==> config.mk <==
export PLATFORM = sky130hd
export DESIGN_NAME = pfs_ram
export DESIGN_NICKNAME = d
export VERILOG_FILES = /design/src/hw/rtl/pfs_ram.sv
export SDC_FILE = /design/constraint.sdc
export NUM_CORES = 1
export LEC_CHECK = 0
export BUFFER_PORTS_ARGS = -buffer_cell sky130_fd_sc_hd__buf_2
export CAP_MARGIN = 20
export CORE_ASPECT_RATIO = 0.5
export CORE_MARGIN = 2
export CORE_UTILIZATION = 45
export CTS_CLUSTER_DIAMETER = 120
export CTS_CLUSTER_SIZE = 25
export DETAILED_ROUTE_END_ITERATION = 8
export GPL_TIMING_DRIVEN = 0
export MAX_ROUTING_LAYER = met4
export SLEW_MARGIN = 20
export SYNTH_ARGS = -nofsm -noshare
export SYNTH_HDL_FRONTEND = slang
export SYNTH_SLANG_ARGS = --single-unit
==> constraint.sdc <==
create_clock -name clock -period 5 [get_ports clock]
set_input_delay 0.5 -clock clock [delete_from_list [all_inputs] [get_ports clock]]
set_output_delay 0.5 -clock clock [all_outputs]
set_load 0.05 [all_outputs]
==> src/hw/rtl/pfs_ram.sv <==
`timescale 1ns / 1ps
`default_nettype none
// -----------------------------------------------------------------------------
// pfs_ram - simple dual-port synchronous RAM
// One write port, one read port, read data registered.
// -----------------------------------------------------------------------------
module pfs_ram #(
   parameter int WIDTH  = 8,
   parameter int ADDR_W = 4
) (
   input  wire logic              clock,
   input  wire logic              wr_en,
   input  wire logic [ADDR_W-1:0] wr_addr,
   input  wire logic [WIDTH-1:0]  wr_data,
   input  wire logic              rd_en,
   input  wire logic [ADDR_W-1:0] rd_addr,
   output logic      [WIDTH-1:0]  rd_data
);

   logic [WIDTH-1:0] mem [2**ADDR_W];
   logic [WIDTH-1:0] rd_data_ff;

   always_ff @(posedge clock) begin
      if (wr_en) begin
         mem[wr_addr] <= wr_data;
      end
   end

   always_ff @(posedge clock) begin
      if (rd_en) begin
         rd_data_ff <= mem[rd_addr];
      end
   end

   assign rd_data = rd_data_ff;

endmodule
`default_nettype wire

**Yosys cells after proc, flatten, opt, wreduce, memory -nomap -nowiden**

Memory sizes are Yosys's and may differ from the RTL's. A register that Yosys moved wholly into a read port is not among the register bits.
Index checks and enable logic that the tools add are counted.

- Register bits after elaboration: 0
- Memory bits (writable): 128
- Bits of input ports: 19
- Output and inout bits: 8
- Logic and storage cells: 3
- Memories: 1

- Mux-type cells: 2

Memories:

| memory | depth | bits a word | read ports | clocked after Yosys merged registers in | wr ports | line | RTL |
|---|---|---|---|---|---|---|---|
| mem | 16 | 8 | 1 | 1 | 1 | 20 | `logic [WIDTH-1:0] mem [2**ADDR_W];` |

Operators with widths:

| kind | number |
|---|---|
| two-way mux 1 bit | 2 |

**Depth between registers and ports, before layout**

- Depth in word-level cells: 2
- Gate-level depth with buffers: 5
- Mapped depth without buffers: 3

**Worst setup path before layout**

No wires, ideal clock.

- Path kind: in2reg
- From: in wr_addr[2]
- To: mem mem[0][0], enable pin
- Arrival: 1.610 ns
- Data required time: 4.617 ns
- Setup slack: 3.007 ns
- Stages on the path: 2
- Buffers on the path: 0
- Cells stage by stage: or3b_2 > nor3_1

RTL lines:

| item | line | RTL |
|---|---|---|
| start, declared | 13 | `input wire logic [ADDR_W-1:0] wr_addr,` |
| end, declared | 20 |  |

No word-level cell before the write port.

==> out/results.ini <==
[timing]
rsz0062_at_grt=false
setup_viol=0
drv_slew=0
tns_ps=0
relSlewSlack_pct=41.44
fin_skew_ps=4.402
fin_hold_ws_ps=429.5
finalCriticalPeriod_ps=1831
tightest_slew_ps=875.1
final-hold-violation-count=0
fin_ws_ps=3169
fin_crit_sh_pct=36.61
fmax_mhz=546.2

[cells_and_area]
final_common_cell=edfxtp_1
final_cell_mix=edfxtp_1, buf_2, mux4_2, clkbuf_16, a22oi_1
fin_nets=292
area_delta_synth_final_pct=19.20
final_cell_area_mm2=0.006231
drive_gt1_share_pct=31.12
layoutNonFillerInstCount=432

[routing]
wire_per_inst_um=22.66
top_layer=met4
vias_per_cell=5.623
firstDrtPassIters=5
wl_mm=9.788
m1WireLength_mm=4.316
ant_nets=0
vias=2429
drc_errors=0
dr_wl_met3_um=652
drtIter0Drc=214
route.met2.wl_mm=4.661

[run_status]
status=finished clean

[min_path]
worstHoldPathCells=1
hold_class=input port to flip-flop

[worst_setup_path]
critPathArrivalTime_ps=1980
cp-start-kind=input port
critPathCaptureType=flip-flop
cp_max_fo=10
cp.required_ps=5150
ff2ff_path_depth=3
crit_type=input port to flip-flop

[floorplanning]
initial_core_util_pct=46.89
num_io_pins=27
core_area_mm2=0.01115
die_area_mm2=0.01255
die_h_um=80.22
core.rowCount=27
die_x_um=156.4

[power]
ir_drop_uv=199.2
clkPwrFrac_pct=49.6
switchingPower_uw=566.8
switching_share_pct=19.96
p_per_area_mw_per_mm2=455.6
pwr-share-seq_pct=45.4
combPwrFrac_pct=5.0
power_leakage_uw=0.002084
intPower_uw=2272

[synthesis]
synth_seq_cells=136
netlist_instances=229
synth_area_mm2=0.005228
synth_cell_types=18
avgSynthCellArea_um2=22.83
yosysWarnings=0
ys_seq_area_share_pct=78.12
synthesis.nets=248

[clock_tree]
cts_root_buf=clkbuf_16
tritoncts=built
cts_setup_buffers=0
clock-sinks=136
cts_made_buffers=17
clk_pin_slew_ps=60
post_cts_resized=0
insertion_delay_ps=410
hold_buffers=0
cts_max_level=4
clockBufferDepth=2

[global_routing]
grt_pass1_wl_mm=14.68
grtUsageTotal_pct=18.19
antenna_found_initial=1
overflow=0
grt_max_degree=17
grt_pass1_vias=2539

[placed_design]
placed_cells=399
placed_area_mm2=0.005554
dp_hpwl_mm=6.458
portBuffers=25
gp_congestion=0.8153
post-place-ws_ps=2804

[flow_run]
drv_cap=0

power by group through the flow:
stage	clock network (uW)	logic, uW	registers [uW]
global route	1470	151	1290
floorplan	0	64.8	1330
global placement	0	137	1310
finish	1410	141	1290
detailed placement	0	142	1310
CTS	1420	142	1290
registers in the layout, indices dropped and copies added, names as in the netlist:
signal,count
mem,128
rd_data,8
kinds of logic after synthesis:
logic type | Yosys count | share of synthesized area [%]
AOI/OAI and AO/OA | 16 | 2.298
buffers and inverters | 10 | 1.651
DFF | 136 | 78.12
muxes | 32 | 14.79
and+or+nand+nor | 35 | 3.136
area by class of cell:
class	instances	area (um^2)
multi-input cells	83	1077
clock inverters	15	249.0
clock buffers	17	425.4
flip-flops and latches	136	4084
repair buffers	25	125.1
diodes	1	2.502
well taps	145	181.4
fillers	830	4917
plain buffers	10	86.33
stage by stage:
step | util (%) | total power (uW)
6_report | 55.89 | 2839
3_5_place_dp | 49.82 | 1456
3_3_place_gp | 49.64 | 1449
2_1_floorplan | - | 1398
4_1_cts | 55.87 | 2853
5_1_grt | 55.89 | 2911
cell usage after synthesis:
cell / number / area, um^2
mux4_2: 18 / 405.4
a22oi_1: 16 / 120.1
edfxtp_1: 136 / 4084
mux4_1: 14 / 367.9
nand2b_1: 2 / 12.51
buf_4: 1 / 7.510
and2b_1: 1 / 7.510
buf_2: 3 / 15.01
clkdlybuf4s25_2: 3 / 30.03
buf_6: 3 / 33.78
nand2_1: 9 / 33.78
nor2b_1: 1 / 6.260
nor3_1: 4 / 20.02
and2_1: 1 / 6.260
nand3b_1: 2 / 15.01
nor2_1: 13 / 48.80
or3b_2: 1 / 8.760
nand3_1: 1 / 5.000
path summary, 6_finish.rpt:
kind / to / start / slack, ps
worst max-delay path: rd_data[2] / rd_addr[0] / 3170
worst min-delay path: rd_data[7] / rd_en / 430
worst min register to register: rd_data[1] / mem[15][1] / 750
worst max register to register: rd_data[2] / mem[0][2] / 3250
per-layer routing:
metal | GRT usage (%) | vias up
li1 | - | 1074
met1 | 22.71 | 1261
met2 | 27.67 | 78
met3 | 6.044 | 16
met4 | 7.982 | 0
met5 | - | -
critical path, cell delays in order:
cell and delay [ps]:
buf_6 100, buf_6 180, mux4_1 600, a22oi_1 470, nand2_1 120
Power figures use the tool's default switching activity.
