==> src/hw/rtl/pfs_pkg.sv <==
`timescale 1ns / 1ps
`default_nettype none
// -----------------------------------------------------------------------------
// pfs_pkg - shared types and constants of the packet slot FIFO
// Request and response payloads, register indexes and the control groups
// that pass between the push writer, the pop sequencer and the top level.
// -----------------------------------------------------------------------------
package pfs_pkg;

   localparam int CSR_IDX_W  = 4;
   localparam int CSR_DATA_W = 10;

   // register indexes on the configuration port
   localparam logic [CSR_IDX_W-1:0] CSR_SLOT_BYTES = 4'd0;
   localparam logic [CSR_IDX_W-1:0] CSR_SLOT_COUNT = 4'd1;

   localparam logic [9:0] SLOT_BYTES_RST = 10'd512;
   localparam logic [4:0] SLOT_COUNT_RST = 5'd16;

   localparam logic FUNC_PUSH = 1'b0;
   localparam logic FUNC_POP  = 1'b1;

   typedef struct packed {
      logic        func;
      logic [63:0] push_data;
      logic [3:0]  push_bytes;
      logic        push_last;
      logic [9:0]  pop_limit;
   } pfs_req_type;

   typedef struct packed {
      logic [63:0] out_data;
      logic [3:0]  out_bytes;
      logic        out_last;
      logic [9:0]  moved_bytes;
      logic [4:0]  queued;
   } pfs_rsp_type;

   // end of a pushed packet: store is low when the packet was dropped
   typedef struct packed {
      logic       valid;
      logic       store;
      logic [9:0] length;
   } pfs_commit_type;

   // one word of a pop run, or the single empty word of a zero-length pop
   typedef struct packed {
      logic        valid;
      logic [63:0] data;
      logic [3:0]  bytes;
      logic        last;
      logic [9:0]  moved;
   } pfs_pop_res_type;

endpackage
`default_nettype wire

==> src/hw/rtl/pfs_push.sv <==
`timescale 1ns / 1ps
`default_nettype none
// -----------------------------------------------------------------------------
// pfs_push - push writer
// Tracks the fill position of the packet being written, rotates each pushed
// word onto the byte lanes and issues one lane write per byte.
// -----------------------------------------------------------------------------
module pfs_push #(
   parameter  int SLOTS      = 16,
   parameter  int SLOT_BYTES = 512,
   parameter  int WORD_BYTES = 8,
   localparam int SW    = (SLOTS > 1) ? $clog2(SLOTS) : 1,
   localparam int ROWS  = (SLOT_BYTES + WORD_BYTES - 1) / WORD_BYTES,
   localparam int RW    = (ROWS > 1) ? $clog2(ROWS) : 1,
   localparam int RW1   = $clog2(ROWS + 1),
   localparam int AW    = SW + RW,
   localparam int CNT_W = $clog2(SLOTS + 1),
   localparam int LNW   = (WORD_BYTES > 1) ? $clog2(WORD_BYTES) : 1
) (
   input  wire logic                                clock,
   input  wire logic                                reset,
   input  wire logic                                accept,
   input  wire pfs_pkg::pfs_req_type                req,
   input  wire logic [CNT_W-1:0]                    count,
   input  wire logic [CNT_W-1:0]                    nslots,
   input  wire logic [9:0]                          limit,
   input  wire logic [SW-1:0]                       tail,
   output logic      [WORD_BYTES-1:0]               lane_we,
   output logic      [WORD_BYTES-1:0][AW-1:0]       lane_addr,
   output logic      [WORD_BYTES-1:0][7:0]          lane_data,
   output pfs_pkg::pfs_commit_type                  commit
);

   import pfs_pkg::*;

   logic                           in_packet_ff, in_packet_in;
   logic                           drop_ff, drop_in;
   logic [9:0]                     fill_ff, fill_in;
   logic [RW1-1:0]                 row_ff, row_in;
   logic [LNW-1:0]                 lane_ff, lane_in;

   logic                           first;
   logic                           drop_cur;
   logic [9:0]                     fill_cur;
   logic [9:0]                     room;
   logic [9:0]                     fill_new;
   logic [RW1-1:0]                 row_cur;
   logic [RW1-1:0]                 row_nxt;
   logic [3:0]                     lane_cur;
   logic [3:0]                     nb;
   logic [3:0]                     take;
   logic [3:0]                     lane_sum;
   logic [WORD_BYTES-1:0][3:0]     rel;
   logic [WORD_BYTES-1:0][63:0]    shifted;
   logic [WORD_BYTES-1:0][RW1-1:0] lane_row;

   always_comb begin
      first    = !in_packet_ff;
      fill_cur = first ? '0 : fill_ff;
      row_cur  = first ? '0 : row_ff;
      lane_cur = first ? '0 : 4'(lane_ff);
      // a packet that finds the ring full is dropped as a whole
      drop_cur = first ? (count >= nslots) : drop_ff;
      nb       = (req.push_bytes > 4'(WORD_BYTES)) ? 4'(WORD_BYTES) : req.push_bytes;
      room     = (fill_cur >= limit) ? '0 : limit - fill_cur;
      take     = (10'(nb) < room) ? nb : room[3:0];
      fill_new = fill_cur + 10'(take);
      lane_sum = lane_cur + take;
      row_nxt  = row_cur + RW1'(1);

      // byte lane l takes byte rel[l] of the word; lanes below the start
      // lane wrap into the next row
      for (int l = 0; l < WORD_BYTES; l++) begin
         if (4'(l) >= lane_cur) begin
            rel[l]      = 4'(l) - lane_cur;
            lane_row[l] = row_cur;
         end else begin
            rel[l]      = 4'(l) + 4'(WORD_BYTES) - lane_cur;
            lane_row[l] = row_nxt;
         end
         shifted[l]   = req.push_data >> {rel[l][2:0], 3'b000};
         lane_we[l]   = accept && !drop_cur && (rel[l] < take);
         lane_addr[l] = {tail, lane_row[l][RW-1:0]};
         lane_data[l] = shifted[l][7:0];
      end

      in_packet_in = in_packet_ff;
      drop_in      = drop_ff;
      fill_in      = fill_ff;
      row_in       = row_ff;
      lane_in      = lane_ff;
      if (accept) begin
         if (req.push_last) begin
            in_packet_in = 1'b0;
            drop_in      = 1'b0;
            fill_in      = '0;
            row_in       = '0;
            lane_in      = '0;
         end else begin
            in_packet_in = 1'b1;
            drop_in      = drop_cur;
            fill_in      = fill_new;
            if (lane_sum >= 4'(WORD_BYTES)) begin
               lane_in = LNW'(lane_sum - 4'(WORD_BYTES));
               row_in  = row_nxt;
            end else begin
               lane_in = LNW'(lane_sum);
               row_in  = row_cur;
            end
         end
      end

      commit.valid  = accept && req.push_last;
      commit.store  = !drop_cur;
      commit.length = fill_new;
   end

   always_ff @(posedge clock) begin
      if (reset) begin
         in_packet_ff <= 1'b0;
         drop_ff      <= 1'b0;
         fill_ff      <= '0;
         row_ff       <= '0;
         lane_ff      <= '0;
      end else begin
         in_packet_ff <= in_packet_in;
         drop_ff      <= drop_in;
         fill_ff      <= fill_in;
         row_ff       <= row_in;
         lane_ff      <= lane_in;
      end
   end

endmodule
`default_nettype wire

==> config.mk <==
export PLATFORM = sky130hd
export DESIGN_NAME = pfs_push
export DESIGN_NICKNAME = d
export VERILOG_FILES = /design/src/hw/rtl/pfs_pkg.sv /design/src/hw/rtl/pfs_push.sv
export SDC_FILE = /design/constraint.sdc
export NUM_CORES = 1
export LEC_CHECK = 0
export BUFFER_PORTS_ARGS = -buffer_cell sky130_fd_sc_hd__buf_2
export CAP_MARGIN = 0
export CORE_UTILIZATION = 40
export CTS_BUF_LIST = sky130_fd_sc_hd__clkbuf_2 sky130_fd_sc_hd__clkbuf_4 sky130_fd_sc_hd__clkbuf_8
export DETAILED_ROUTE_END_ITERATION = 12
export PLACE_DENSITY = 0.77
export SETUP_SLACK_MARGIN = 0.15
export SYNTH_ARGS = -nofsm -noshare
export SYNTH_HDL_FRONTEND = slang
export SYNTH_SLANG_ARGS = --single-unit
==> constraint.sdc <==
create_clock -name clock -period 7.55 [get_ports clock]
set_clock_uncertainty 0.1 [all_clocks]
set_input_delay 0.3775 -clock clock [delete_from_list [all_inputs] [get_ports clock]]
set_output_delay 0.3775 -clock clock [all_outputs]
set_load 0.02 [all_outputs]
Word level (Yosys, flattened, before mapping):

Cells that the tools add are included.

* bits in registers: 22
* bits of input ports: 107

* add/sub/neg operators: 21
* magnitude comparators: 21
* shift-type cells: 8
* multiplexer cells: 30
* reductions and logical operators: 11

Operator list (number)
* $shr 64x6->8: 8
* $mux 6: 8
* $mux 4: 10
* $lt 4x4->1: 8
* $sub 4x3->4 const A: 8
* $mux 10: 3
* $mux 7: 3
* $sub 3x3->4 const A: 4
* $ge 3x3->1 const A: 4
* $add 10x4->10: 1
* $ge 10x10->1: 1
* $logic_and 1x1->1: 10
* $lt 4x10->1: 1
* $sub 10x10->10: 1
* $mux 3: 3
* $sub 1x3->4 const A: 2
* $sub 2x3->4 const A: 2
* $add 7x1->7 const B: 1
* $ge 1x3->1 const A: 2
* $ge 2x3->1 const A: 2
* $ge 5x5->1: 1
* $add 3x4->4: 1
* $ge 4x4->1 const B: 1
* $gt 4x4->1 const B: 1
* 3 further kinds: 5

Depth between registers and ports, before layout:

* word-level depth: 9
* depth in mapped cells: 33

Worst setup path after synthesis:

Ideal clock, no wire load.

* kind: register -> output
* start: register in_packet_ff
* end: output port commit[9] (netlist name)
* data arrival time: 5.738 ns
* slack: 1.335 ns
* cell stages (with the launch flop): 30
* path buffers: 3
* cell sequence: dfxtp_1 -> clkbuf_1 -> clkbuf_1 -> clkbuf_1 -> and2_1 -> ha_1 -> inv_1 -> fa_1 -> nand3_1 -> a21oi_1 -> o31ai_2 -> a21oi_2 -> nand3b_1 -> ha_1 -> nor2_1 -> a21oi_1 -> o221ai_1 -> nor4_4 -> nand2_2 -> o21a_1 -> nor2_1 -> nor2b_1 -> a31o_2 -> ha_1 -> a21o_1 -> a21oi_1 -> nor2b_1 -> nor2_1 -> or4b_2 -> xor2_1

RTL lines
* start, declared: line pfs_push.sv:36 `logic in_packet_ff, in_packet_in;`
* start signal, assigned: line pfs_push.sv:126 `in_packet_ff <= in_packet_in;`
* end, declared: line pfs_push.sv:31 `output pfs_pkg::pfs_commit_type commit`

==> metrics.yaml <==
status: "complete, no violations"
slew_violations: 0
worstSetupPathType: "flip-flop to output port"
drt_iter0_drc: 343
ant_nets: 0
critPathLaunchType: "flip-flop"
synth_area_leaders: "nand2_1 (16%), mux2i_1 (13%), mux4_2 (12%), ha_1 (12%), dfxtp_1 (7.2%)"
crit_fanout: 17
grt_pass1_wl_um: 28500
yosys.area.top_type: "nand2_1"
portBuffers: 223
hpwlAfterDp_um: 14600
cts.htree.levels: 1
vias_per_cell: 5.43
relSlewSlack: 0.292
critPathArrivalTime_ns: 6.39
crit_required_ns: 7.07
p_sw_frac: 0.460
route.detailed.drc: 0
cts-root-buf: "clkbuf_8"
r2r_slack_ns: 1.07
synth_flop_cell: "dfxtp_1"
start_util: 0.417
clk_pin_slew_ns: 0.08
dr.pass1.iters: 4
rsz0062_at_grt: "yes"
tns_ns: 0
drive_gt1_frac: 0.294
yosys_warnings: 0
p_leak_nw: 3.56
fp.dieW_um: 123
coreArea_um2: 14100
synth.top_cell.area_share: 0.163
p_comb_frac: 0.633
synth-edff-count: 0
setup_viol: 0
grt_max_degree: 40
async_flop_share: 0
syn_nets: 980
boundaryPins: 271
wl_per_cell_um: 16.3
dp.cells: 1148
postSynthCellCount: 812
fin_crit_sh: 0.909
antenna_found_initial: 2
min_period_ns: 6.86
synth_seq_cells: 21
synth.most_common_cell: "nand2_1"
die_y_um: 123
hp-start: "reset"
fill_cells: 1421
yosysUniqueCellTypes: 56
rows: 43
syn_to_final_growth_pct: 17.6
p_per_area_nw_per_um2: 76.4
cp-end-kind: "output port"
synth_area_um2: 5880
vias: 6270
die-area_um2: 15200
cts_buffers: 3
clock_sinks: 21
vdd_drop_max_mv: 0.0580
dp_slack_ns: 0.968
track_usage: 0.239
fin_cells: 1154
fin_nets: 1141
dpl_cell_area_um2: 6860
hold_class: "input port to flip-flop"
grt_pass1_vias: 5773
synth_commonest_cells: "nand2_1 (256), mux2i_1 (77), ha_1 (57), nor2_1 (53), buf_4 (33)"
timing.rr.start: "in_packet_ff"
setup_slack_ns: 0.686
synth_seq_area_share: 0.0715
avgSynthCellArea_um2: 7.24
cp-startpoint: "in_packet_ff"
wl_um: 18800
p_seq_frac: 0.221
utilization: 0.491
switching_power_mw: 0.243
final_hold_viol_count: 0
worst_pin_slew_ns: 1.06
fin_area_um2: 6920
fmax_ghz: 0.146
gp_congestion: 0.863
power.internal_mw: 0.286
cts_tree: "done"
clk_latency_ns: 0.26
cap_violations: 0
clockPowerShare: 0.147
clk_path_buf_depth: 2
gr-total-overflow: 0
power by group through the flow:
stage	clock, mW	combinational [mW]	sequential, mW
2_1_floorplan	0	0.248	0.117
3_3_place_gp	0	0.327	0.119
3_5_place_dp	0	0.333	0.119
4_1_cts	0.0795	0.335	0.117
5_1_grt	0.0830	0.366	0.117
6_report	0.0774	0.334	0.117
cell usage in the layout (no fill, tap or decap), drive strengths merged, types with 4 or more instances in the layout:
cell    count
mux2i      77
nor2       53
a211oi      6
dfxtp      21
nand3       7
xnor2      28
mux4       32
clkinv      6
a21oi      32
xor2       12
inv        31
nand4       5
and2        5
a21o       14
ha         57
o211ai      6
nand2     257
clkbuf      4
buf       229
nand2b      5
fa          4
o21ai      19
nor2b      21
critical path, cell delays in order (launching register included):
cell,delay (ns)
dfxtp_1,0.72
nand2_1,0.20
ha_1,0.49
nand2_1,0.17
o21ai_1,0.26
o31ai_2,0.11
a21oi_2,0.39
nand3b_1,0.16
ha_1,0.23
or4_1,0.46
o21ai_1,0.28
and4bb_2,0.29
a311oi_4,0.64
inv_1,0.11
ha_1,0.34
nor2b_1,0.13
nor2_1,0.07
or4b_2,0.64
xor2_1,0.22
buf_2,0.21
logic make-up (layout without fill, tap and decap cells):
group / Yosys count / count (layout) / share of synthesized area
mux: 109 / 109 / 0.254
simple gates: 368 / 368 / 0.266
compound gates: 102 / 102 / 0.121
buf+inv: 110 / 270 / 0.0928
other cells: 1 / 3 / 0.000638
fa+ha+maj: 61 / 61 / 0.135
flops: 21 / 21 / 0.0715
xor+xnor: 40 / 40 / 0.0596
layout make-up:
| cell class | instances | area, um2 | share of cell area |
|---|---|---|---|
| Sequential cell | 21 | 420 | 0.0608 |
| Inverter | 37 | 139 | 0.0201 |
| Tap cell | 180 | 225 | 0.0326 |
| Antenna cell | 2 | 5.00 | 0.000724 |
| Timing Repair Buffer | 229 | 1160 | 0.168 |
| Multi-Input combinational cell | 681 | 4920 | 0.711 |
| Clock buffer | 4 | 48.8 | 0.00706 |
registers in the layout, indices dropped and copies added, names as in the netlist:
signal,cells
in_packet_ff,1
lane_ff,3
row_ff,6
fill_ff,10
drop_ff,1
what timing repair did:
action	4_1_cts	5_1_grt
hold buffers	0	0
setup endpoints to repair	0	2
gates resized for setup	0	0
buffers inserted	0	0
through the flow:
| step | power (mW) | hold slack [ns] |
|---|---|---|
| 5_1_grt | 0.566 | 0.410 |
| 4_1_cts | 0.531 | 0.397 |
| 3_3_place_gp | 0.446 | 0.370 |
| 6_report | 0.528 | 0.402 |
| 3_5_place_dp | 0.452 | 0.378 |
| 2_1_floorplan | 0.365 | 0.355 |
worst paths after layout:
check	to	depth (start not counted)
worst max-delay path	commit[9]	19
worst min-delay path	lane_ff[2]	2
worst max register to register	row_ff[0]	23
worst min register to register	drop_ff	2
per-layer routing:
metal | vias up | global-route usage | share of wire
li1 | 3073 | - | -
met1 | 2883 | 0.283 | 0.41
met2 | 271 | 0.433 | 0.48
met3 | 43 | 0.0466 | 0.082
met4 | 0 | 0.0700 | 0.024
met5 | - | 0 | 0
No activity file was read; power rests on OpenSTA's default activity.
