$ cat config.mk
export PLATFORM = sky130hd
export DESIGN_NAME = pfs_pop
export DESIGN_NICKNAME = d
export VERILOG_FILES = /design/src/hw/rtl/pfs_pkg.sv /design/src/hw/rtl/pfs_pop.sv
export SDC_FILE = /design/constraint.sdc
export NUM_CORES = 1
export LEC_CHECK = 0
export BUFFER_PORTS_ARGS = -buffer_cell sky130_fd_sc_hd__buf_2
export CAP_MARGIN = 25
export CORE_ASPECT_RATIO = 0.6
export CORE_UTILIZATION = 40
export CTS_BUF_LIST = sky130_fd_sc_hd__clkbuf_8
export CTS_CLUSTER_DIAMETER = 150
export DETAILED_ROUTE_END_ITERATION = 8
export GPL_TIMING_DRIVEN = 0
export PLACE_DENSITY = 0.82
export SLEW_MARGIN = 0
export SYNTH_ARGS = -nofsm -noshare
export SYNTH_HDL_FRONTEND = slang
export SYNTH_SLANG_ARGS = --single-unit
$ cat constraint.sdc
create_clock -name clock -period 3.9 [get_ports clock]
set_input_delay 0.975 -clock clock [delete_from_list [all_inputs] [get_ports clock]]
set_output_delay 0.975 -clock clock [all_outputs]
set_load 0.02 [all_outputs]
$ cat src/hw/rtl/pfs_pkg.sv
`timescale 1ns / 1ps
`default_nettype none
// -----------------------------------------------------------------------------
// pfs_pkg - shared types and constants of the packet slot FIFO
// Request and response payloads, register indexes and the control groups
// that pass between the push writer, the pop sequencer and the top level.
// -----------------------------------------------------------------------------
package pfs_pkg;

   localparam int CSR_IDX_W  = 4;
   localparam int CSR_DATA_W = 10;

   // register indexes on the configuration port
   localparam logic [CSR_IDX_W-1:0] CSR_SLOT_BYTES = 4'd0;
   localparam logic [CSR_IDX_W-1:0] CSR_SLOT_COUNT = 4'd1;

   localparam logic [9:0] SLOT_BYTES_RST = 10'd512;
   localparam logic [4:0] SLOT_COUNT_RST = 5'd16;

   localparam logic FUNC_PUSH = 1'b0;
   localparam logic FUNC_POP  = 1'b1;

   typedef struct packed {
      logic        func;
      logic [63:0] push_data;
      logic [3:0]  push_bytes;
      logic        push_last;
      logic [9:0]  pop_limit;
   } pfs_req_type;

   typedef struct packed {
      logic [63:0] out_data;
      logic [3:0]  out_bytes;
      logic        out_last;
      logic [9:0]  moved_bytes;
      logic [4:0]  queued;
   } pfs_rsp_type;

   // end of a pushed packet: store is low when the packet was dropped
   typedef struct packed {
      logic       valid;
      logic       store;
      logic [9:0] length;
   } pfs_commit_type;

   // one word of a pop run, or the single empty word of a zero-length pop
   typedef struct packed {
      logic        valid;
      logic [63:0] data;
      logic [3:0]  bytes;
      logic        last;
      logic [9:0]  moved;
   } pfs_pop_res_type;

endpackage
`default_nettype wire

$ cat src/hw/rtl/pfs_pop.sv
`timescale 1ns / 1ps
`default_nettype none
// -----------------------------------------------------------------------------
// pfs_pop - pop sequencer
// Reads the head slot's stored length, then streams its rows from the byte
// lanes one word per cycle, cut to the reader's limit.
// -----------------------------------------------------------------------------
module pfs_pop #(
   parameter  int SLOTS      = 16,
   parameter  int SLOT_BYTES = 512,
   parameter  int WORD_BYTES = 8,
   localparam int SW   = (SLOTS > 1) ? $clog2(SLOTS) : 1,
   localparam int ROWS = (SLOT_BYTES + WORD_BYTES - 1) / WORD_BYTES,
   localparam int RW   = (ROWS > 1) ? $clog2(ROWS) : 1,
   localparam int AW   = SW + RW
) (
   input  wire logic                       clock,
   input  wire logic                       reset,
   input  wire logic                       start,
   input  wire logic [SW-1:0]              start_slot,
   input  wire logic [9:0]                 start_limit,
   input  wire logic [9:0]                 len_rd_data,
   input  wire logic [WORD_BYTES-1:0][7:0] lane_rd_data,
   output logic                            busy,
   output logic                            rd_en,
   output logic      [AW-1:0]              rd_addr,
   output pfs_pkg::pfs_pop_res_type        res
);

   import pfs_pkg::*;

   localparam logic [1:0] ST_IDLE   = 2'd0;
   localparam logic [1:0] ST_LEN    = 2'd1;
   localparam logic [1:0] ST_STREAM = 2'd2;

   logic [1:0]    state_ff, state_in;
   logic [SW-1:0] slot_ff, slot_in;
   logic [9:0]    limit_ff, limit_in;
   logic [9:0]    len_ff, len_in;
   logic [9:0]    rem_ff, rem_in;
   logic [RW-1:0] row_ff, row_in;

   logic [9:0]    len_cap;
   logic [9:0]    len_sat;
   logic [3:0]    take;
   logic          last;

   always_comb begin
      len_cap = (len_rd_data < limit_ff) ? len_rd_data : limit_ff;
      len_sat = (13'(len_cap) > 13'(SLOT_BYTES)) ? 10'(SLOT_BYTES) : len_cap;
      take    = (rem_ff < 10'(WORD_BYTES)) ? rem_ff[3:0] : 4'(WORD_BYTES);
      last    = (rem_ff <= 10'(WORD_BYTES));

      state_in = state_ff;
      slot_in  = slot_ff;
      limit_in = limit_ff;
      len_in   = len_ff;
      rem_in   = rem_ff;
      row_in   = row_ff;
      rd_en    = 1'b0;
      rd_addr  = {slot_ff, row_ff};
      res      = '0;

      unique case (state_ff)
         ST_IDLE: begin
            if (start) begin
               slot_in  = start_slot;
               limit_in = start_limit;
               state_in = ST_LEN;
            end
         end
         ST_LEN: begin
            if (len_sat == '0) begin
               // nothing to return: one empty closing word
               res.valid = 1'b1;
               res.last  = 1'b1;
               state_in  = ST_IDLE;
            end else begin
               len_in   = len_sat;
               rem_in   = len_sat;
               row_in   = RW'(1);
               rd_en    = 1'b1;
               rd_addr  = {slot_ff, RW'(0)};
               state_in = ST_STREAM;
            end
         end
         ST_STREAM: begin
            res.valid = 1'b1;
            res.bytes = take;
            res.last  = last;
            res.moved = len_ff;
            for (int b = 0; b < WORD_BYTES; b++) begin
               if (4'(b) < take) begin
                  res.data[8*b +: 8] = lane_rd_data[b];
               end
            end
            rem_in = rem_ff - 10'(take);
            if (last) begin
               state_in = ST_IDLE;
            end else begin
               rd_en  = 1'b1;
               row_in = row_ff + RW'(1);
            end
         end
         default: begin
            state_in = ST_IDLE;
         end
      endcase
   end

   assign busy = (state_ff != ST_IDLE);

   always_ff @(posedge clock) begin
      if (reset) begin
         state_ff <= ST_IDLE;
      end else begin
         state_ff <= state_in;
      end
   end

   always_ff @(posedge clock) begin
      slot_ff  <= slot_in;
      limit_ff <= limit_in;
      len_ff   <= len_in;
      rem_ff   <= rem_in;
      row_ff   <= row_in;
   end

   a_stream_has_bytes : assert property (@(posedge clock) disable iff (reset)
      (state_ff == ST_STREAM) |-> (rem_ff != '0))
      else $error("pop stream running with no bytes left");

   a_start_when_idle : assert property (@(posedge clock) disable iff (reset)
      start |-> (state_ff == ST_IDLE))
      else $error("pop started while a run is in progress");

   a_run_ends_idle : assert property (@(posedge clock) disable iff (reset)
      (res.valid && res.last) |=> (state_ff == ST_IDLE))
      else $error("pop sequencer did not return to idle after the last word");

endmodule
`default_nettype wire

After elaboration in Yosys (flattened, before gate mapping)
Index checks and enable logic that the tools add are counted.
Word-level totals
  logic and storage cells: 66
  output and inout port bits: 92
  memory bits (read-only): 0
  memories: 0
  register bits after elaboration: 42
  RAM bits: 0
  input bits: 91
  bits in latches: 0
Cells by class
  reduce and logical (&&, ||, !) cells: 9
  $add $sub $neg: 2
  equal/unequal tests: 6
  multipliers: 0
  shift operators: 0
  mux-type cells: 30
  divide/modulo/power cells: 0
  order comparisons: 12
  bitwise logic cells: 1
Operators with widths (number)
  68-bit 2-to-1 mux: 1
  8-bit 2-to-1 mux: 8
  10-bit 2-to-1 mux: 4
  6-bit 2-to-1 mux: 4
  10-bit case mux with 2 select lines: 1
  3-bit by 4-bit less-than comparator with 1-bit output, first input constant: 4
  6-bit case mux with 2 select lines: 1
  10-bit > comparator, second input constant: 1
  10-bit by 4-bit <= comparator with 1-bit output, second input constant: 1
  10-bit logical NOT: 1
  10-bit less-than comparator: 1
  10-bit by 4-bit less-than comparator with 1-bit output, second input constant: 1
  10-bit by 4-bit subtractor with 10-bit output: 1
  1-bit by 4-bit less-than comparator with 1-bit output, first input constant: 2
  2-bit by 4-bit less-than comparator with 1-bit output, first input constant: 2
  2-bit != test, second input constant: 4
  2-bit AND reduction: 4
  6-bit by 1-bit adder with 6-bit output, second input constant: 1
  2-bit 2-to-1 mux: 3
  1-bit case mux with 2 select lines: 3
  2-bit case mux with 3 select lines: 1
  4-bit 2-to-1 mux: 1
  2-bit nonzero test: 2
  1-bit 2-to-1 mux: 3
  other kinds (5): 5

Depth between registers and ports, before layout
  depth after elaboration: 7
  depth in mapped cells: 10
  depth with buffers taken out: 9

Least setup slack after synthesis
OpenSTA, ideal clock, no wires.
  path type: input port to output port
  from: input port len_rd_data[9]
  to: output port rd_addr[0]
  path slack: 0.246 ns
  arrival time: 2.679 ns
  path buffers: 1
  cell stages on the path: 6
  data required time: 2.925 ns
  cells stage by stage: ha_1 nand4_1 o311a_1 buf_2 mux2i_1 a21boi_0
Between the ends
  word-level cells in the longest chain between the ends: 7
RTL lines
  from (decl): RTL line pfs_pop.sv:22  | input wire logic [9:0] len_rd_data,
  10-bit less-than comparator: RTL line pfs_pop.sv:49  | len_cap = (len_rd_data < limit_ff) ? len_rd_data : limit_ff;
  10-bit 2-to-1 mux *: RTL line pfs_pop.sv:49
  10-bit > comparator: RTL line pfs_pop.sv:50  | len_sat = (13'(len_cap) > 13'(SLOT_BYTES)) ? 10'(SLOT_BYTES) : len_cap;
  10-bit 2-to-1 mux *: RTL line pfs_pop.sv:50
  10-bit logical NOT *: RTL line pfs_pop.sv:73  | if (len_sat == '0) begin
  6-bit 2-to-1 mux *: RTL line pfs_pop.sv:73
  6-bit 2-to-1 mux *: RTL line pfs_pop.sv:64  | unique case (state_ff)
  to (decl): RTL line pfs_pop.sv:26  | output logic [AW-1:0] rd_addr,
Mark *: on every way between the ends. The rest lies on a longest branch, timed or not.

Worst setup path after layout
  from: input port len_rd_data[4]
  to: output port rd_addr[0]
Same word-level chain as after synthesis.

==> results.md <==
* Min Tclk post-route at 3804 ps
* Hold_buf cts at 0
* Die Y at 68.88 um
* CP max-delay cell: ha_1
* DRT iter0 DRCs at 284
* Synth async-reset ratio at 0
* Main area contributors after synthesis: edfxtp_1, and2_1, ha_1
* # nets final at 603
* IO Port Bufs at 182
* Max stage delay on crit path at 330 ps
* Max Cap Viol at 0
* PostCTS Resize Cnt at 3
* Status: complete, no violations
* P&R area growth vs syn at 40.91%
* Post-synth EDFFs at 40
* Crit path capture type: output pin
* Clk_lat worst skew at 300 ps
* Post-DP HPWL at 7.130 mm
* Top cell type's share of synthesized area at 0.4029
* Vias/cell at 5.043
* CP max FO at 10
* WHS at 525.7 ps
* CP top delay family: compound AO/OA/AOI/OAI gates
* Worst slew pin tran at 885.6 ps
* Fmax at 262.9 MHz
* Clk buf depth at 2
* Netlist Area Pre-Place at 2982 um2
* Setup TNS at 0 ps
* Filler cells at 617
* Avg Inst Size Synth at 9.649 um2
* VDD IR max at 0.1820 mV
* CTS tree: done
* Clock buffer count from CTS at 5
* Cell-by-cell listing of the critical path: buf_2, ha_1, a21oi_1, a211o_1, o311a_4, buf_6, mux2i_4, a21boi_0, buf_2
* Syn Inst Count at 309
* Clock root buffer master: clkbuf_8
* Remaining Overflow, GRT at 0
* Yosys warnings at 0
* Most used cell, CP: buf_2
* Worst hold stages at 2
* Vias after detailed routing at 3021
* Pin count of the biggest net entering global routing at 15
* TritonRoute pass-1 iters at 4
* Static leakage at 2.107 nW
* Netlist cell types at 45
* Setup violators final at 0
* Starting density of the core at 0.4299
* Data required, critical path at 2920 ps
* Post-synthesis sequential area ratio at 0.4163
* Final Hold Fails at 0
* Slew Viols, Final at 0
* Gpl congestion at 0.9696
* Io pins at 183
* Final Non-Filler Cells at 599
* Critical Path AT at 2830 ps
* First-pass GRT wire length at 12.54 mm
* Power Total at 1.482 mW
* Pwr dens at 352.7 nW/um2
* Antenna Nets Post-Route at 0
* Global-route total usage across every layer at 0.2119
* Startpoint types: input pin
* Clock transition at the registers of the reported paths at 90 ps
* Vias in the first global route at 2533
* Cell accounting for the most synthesized area: edfxtp_1
* Crit Path Class: in2out
* Row cnt at 23
* Die area at 7815 um2
* Worst clock skew at 11.23 ps
* Initial antenna violation count at 0
* Die Wd at 113.5 um
* Crit. path cell count at 9
* DRC Markers at 0
* Share of cells above drive strength 1 at 0.4148
* Final Cycle Share at 0.9755
* Worst hold path class: reg2reg
* Core area at 6935 um2
* Final WL at 8.692 mm
* Yosys reg bits at 42
* Total setup buffers inserted after CTS at 0
* Placed cells at 591
* Slew margin rel. at 0.4074
* Net Count, Synth at 414
* Wirelength per Cell at 14.51 um
* Worst Reg-to-Reg Cells at 7
* Clock sink count at 42
* Buffer and inverter count on the worst path at 3
* Main flop type after synthesis: edfxtp_1
* H-Tree Depth at 2
* ANT cells at 0
-- routing by layer --
metal / wire, um / GRT usage / vias to the layer above
met5: 0 / 0 / -
met4: 65 / 0.05428 / 0
met3: 695 / 0.03846 / 7
met2: 3820 / 0.3247 / 163
met1: 4110 / 0.3093 / 1369
li1: - / - / 1482
-- worst register-to-register path, cell delays in order (launching register included) --
cell and delay (ps):
edfxtp_1 540, inv_1 140, ha_1 330, a21oi_1 160, o21a_1 160, o311a_4 230, mux2_2 380, nor2_1 680
-- final timing paths --
kind                                startpoint     endpoint  slack [ps]
worst min register to register     state_ff[1]  state_ff[1]         530
worst max register to register     limit_ff[9]    len_ff[5]         880
worst max-delay path            len_rd_data[4]   rd_addr[0]         100
worst min-delay path               state_ff[1]  state_ff[1]         530
-- where the power goes --
| part | total, mW | switching, mW | internal (mW) |
|---|---|---|---|
| Clock | 0.411 | 0.155 | 0.256 |
| Sequential | 0.613 | 0.0437 | 0.569 |
| Combinational | 0.458 | 0.271 | 0.187 |
| Total | 1.48 | 0.469 | 1.01 |
-- synth_stat cells, types with 2 or more instances --
master / n
and2_1: 69
edfxtp_1: 40
nand2_1: 16
nor2_1: 16
and3_1: 15
inv_1: 15
ha_1: 14
clkbuf_1: 10
a21boi_0: 9
a21oi_1: 9
nand3b_1: 8
nor3_1: 8
nand3_1: 6
o21ai_0: 6
a221o_1: 5
mux2_2: 5
mux2i_1: 5
o21a_1: 5
nand2b_1: 4
xnor2_1: 4
buf_2: 3
nor4_1: 3
o31ai_1: 3
xor2_1: 3
a211oi_1: 2
a31oi_1: 2
dfxtp_1: 2
nand4_1: 2
o21bai_1: 2
o31a_1: 2
or2_2: 2
-- kinds of logic after synthesis --
group / count (synthesis) / synth area share
AOI/OAI and AO/OA: 52 / 0.1263
xor gates and xnor gates: 7 / 0.02056
adders and majority gates: 14 / 0.05875
buffers and inverters: 28 / 0.03651
DFF: 42 / 0.4163
muxes: 10 / 0.03567
other: 1 / 0.001258
and+or+nand+nor: 155 / 0.3047
-- per-stage QoR --
| stage | utilization | instance area (um2) | worst slack (ps) |
|---|---|---|---|
| CTS | 0.6008 | 4167 | 10.97 |
| floorplan | - | 2982 | 245.9 |
| global route | 0.6058 | 4202 | -37.31 |
| finish | 0.6058 | 4202 | 95.70 |
| global placement | 0.5793 | 4018 | -58.59 |
| detailed placement | 0.5793 | 4018 | -120.0 |
-- layout make-up --
type / instances / area, um2 / share of cell area
inverters: 15 / 56.30 / 0.01340
flip-flops and latches: 42 / 1241 / 0.2954
clock inverters: 3 / 68.82 / 0.01638
well taps: 100 / 125.1 / 0.02978
multi-input cells: 239 / 1668 / 0.3970
repair buffers: 183 / 918.4 / 0.2186
clock buffers: 5 / 68.82 / 0.01638
plain buffers: 12 / 55.05 / 0.01310
-- state kept, by name (all words and copies together) (netlist names) --
signal / cells
limit_ff: 10
len_ff: 10
state_ff: 2
slot_ff: 4
row_ff: 6
rem_ff: 10
-- placed cells by master (no fill, tap or decap), types with 3 or more instances in the layout --
master and n:
and2_1 69, nand3b_1 8, nor4_1 3, and3_1 15
a21boi_0 9, o21a_1 5, mux2_2 5, mux2i_1 3
xor2_1 3, nand3_1 6, inv_1 15, o21ai_0 6
a221o_1 5, buf_2 184, ha_1 14, a21oi_1 9
clkbuf_1 9, o31ai_1 3, xnor2_1 4, nand2b_1 4
nor2_1 16, clkbuf_8 5, nor3_1 8, nand2_1 16
edfxtp_1 40
No activity file was read; power rests on OpenSTA's default activity.
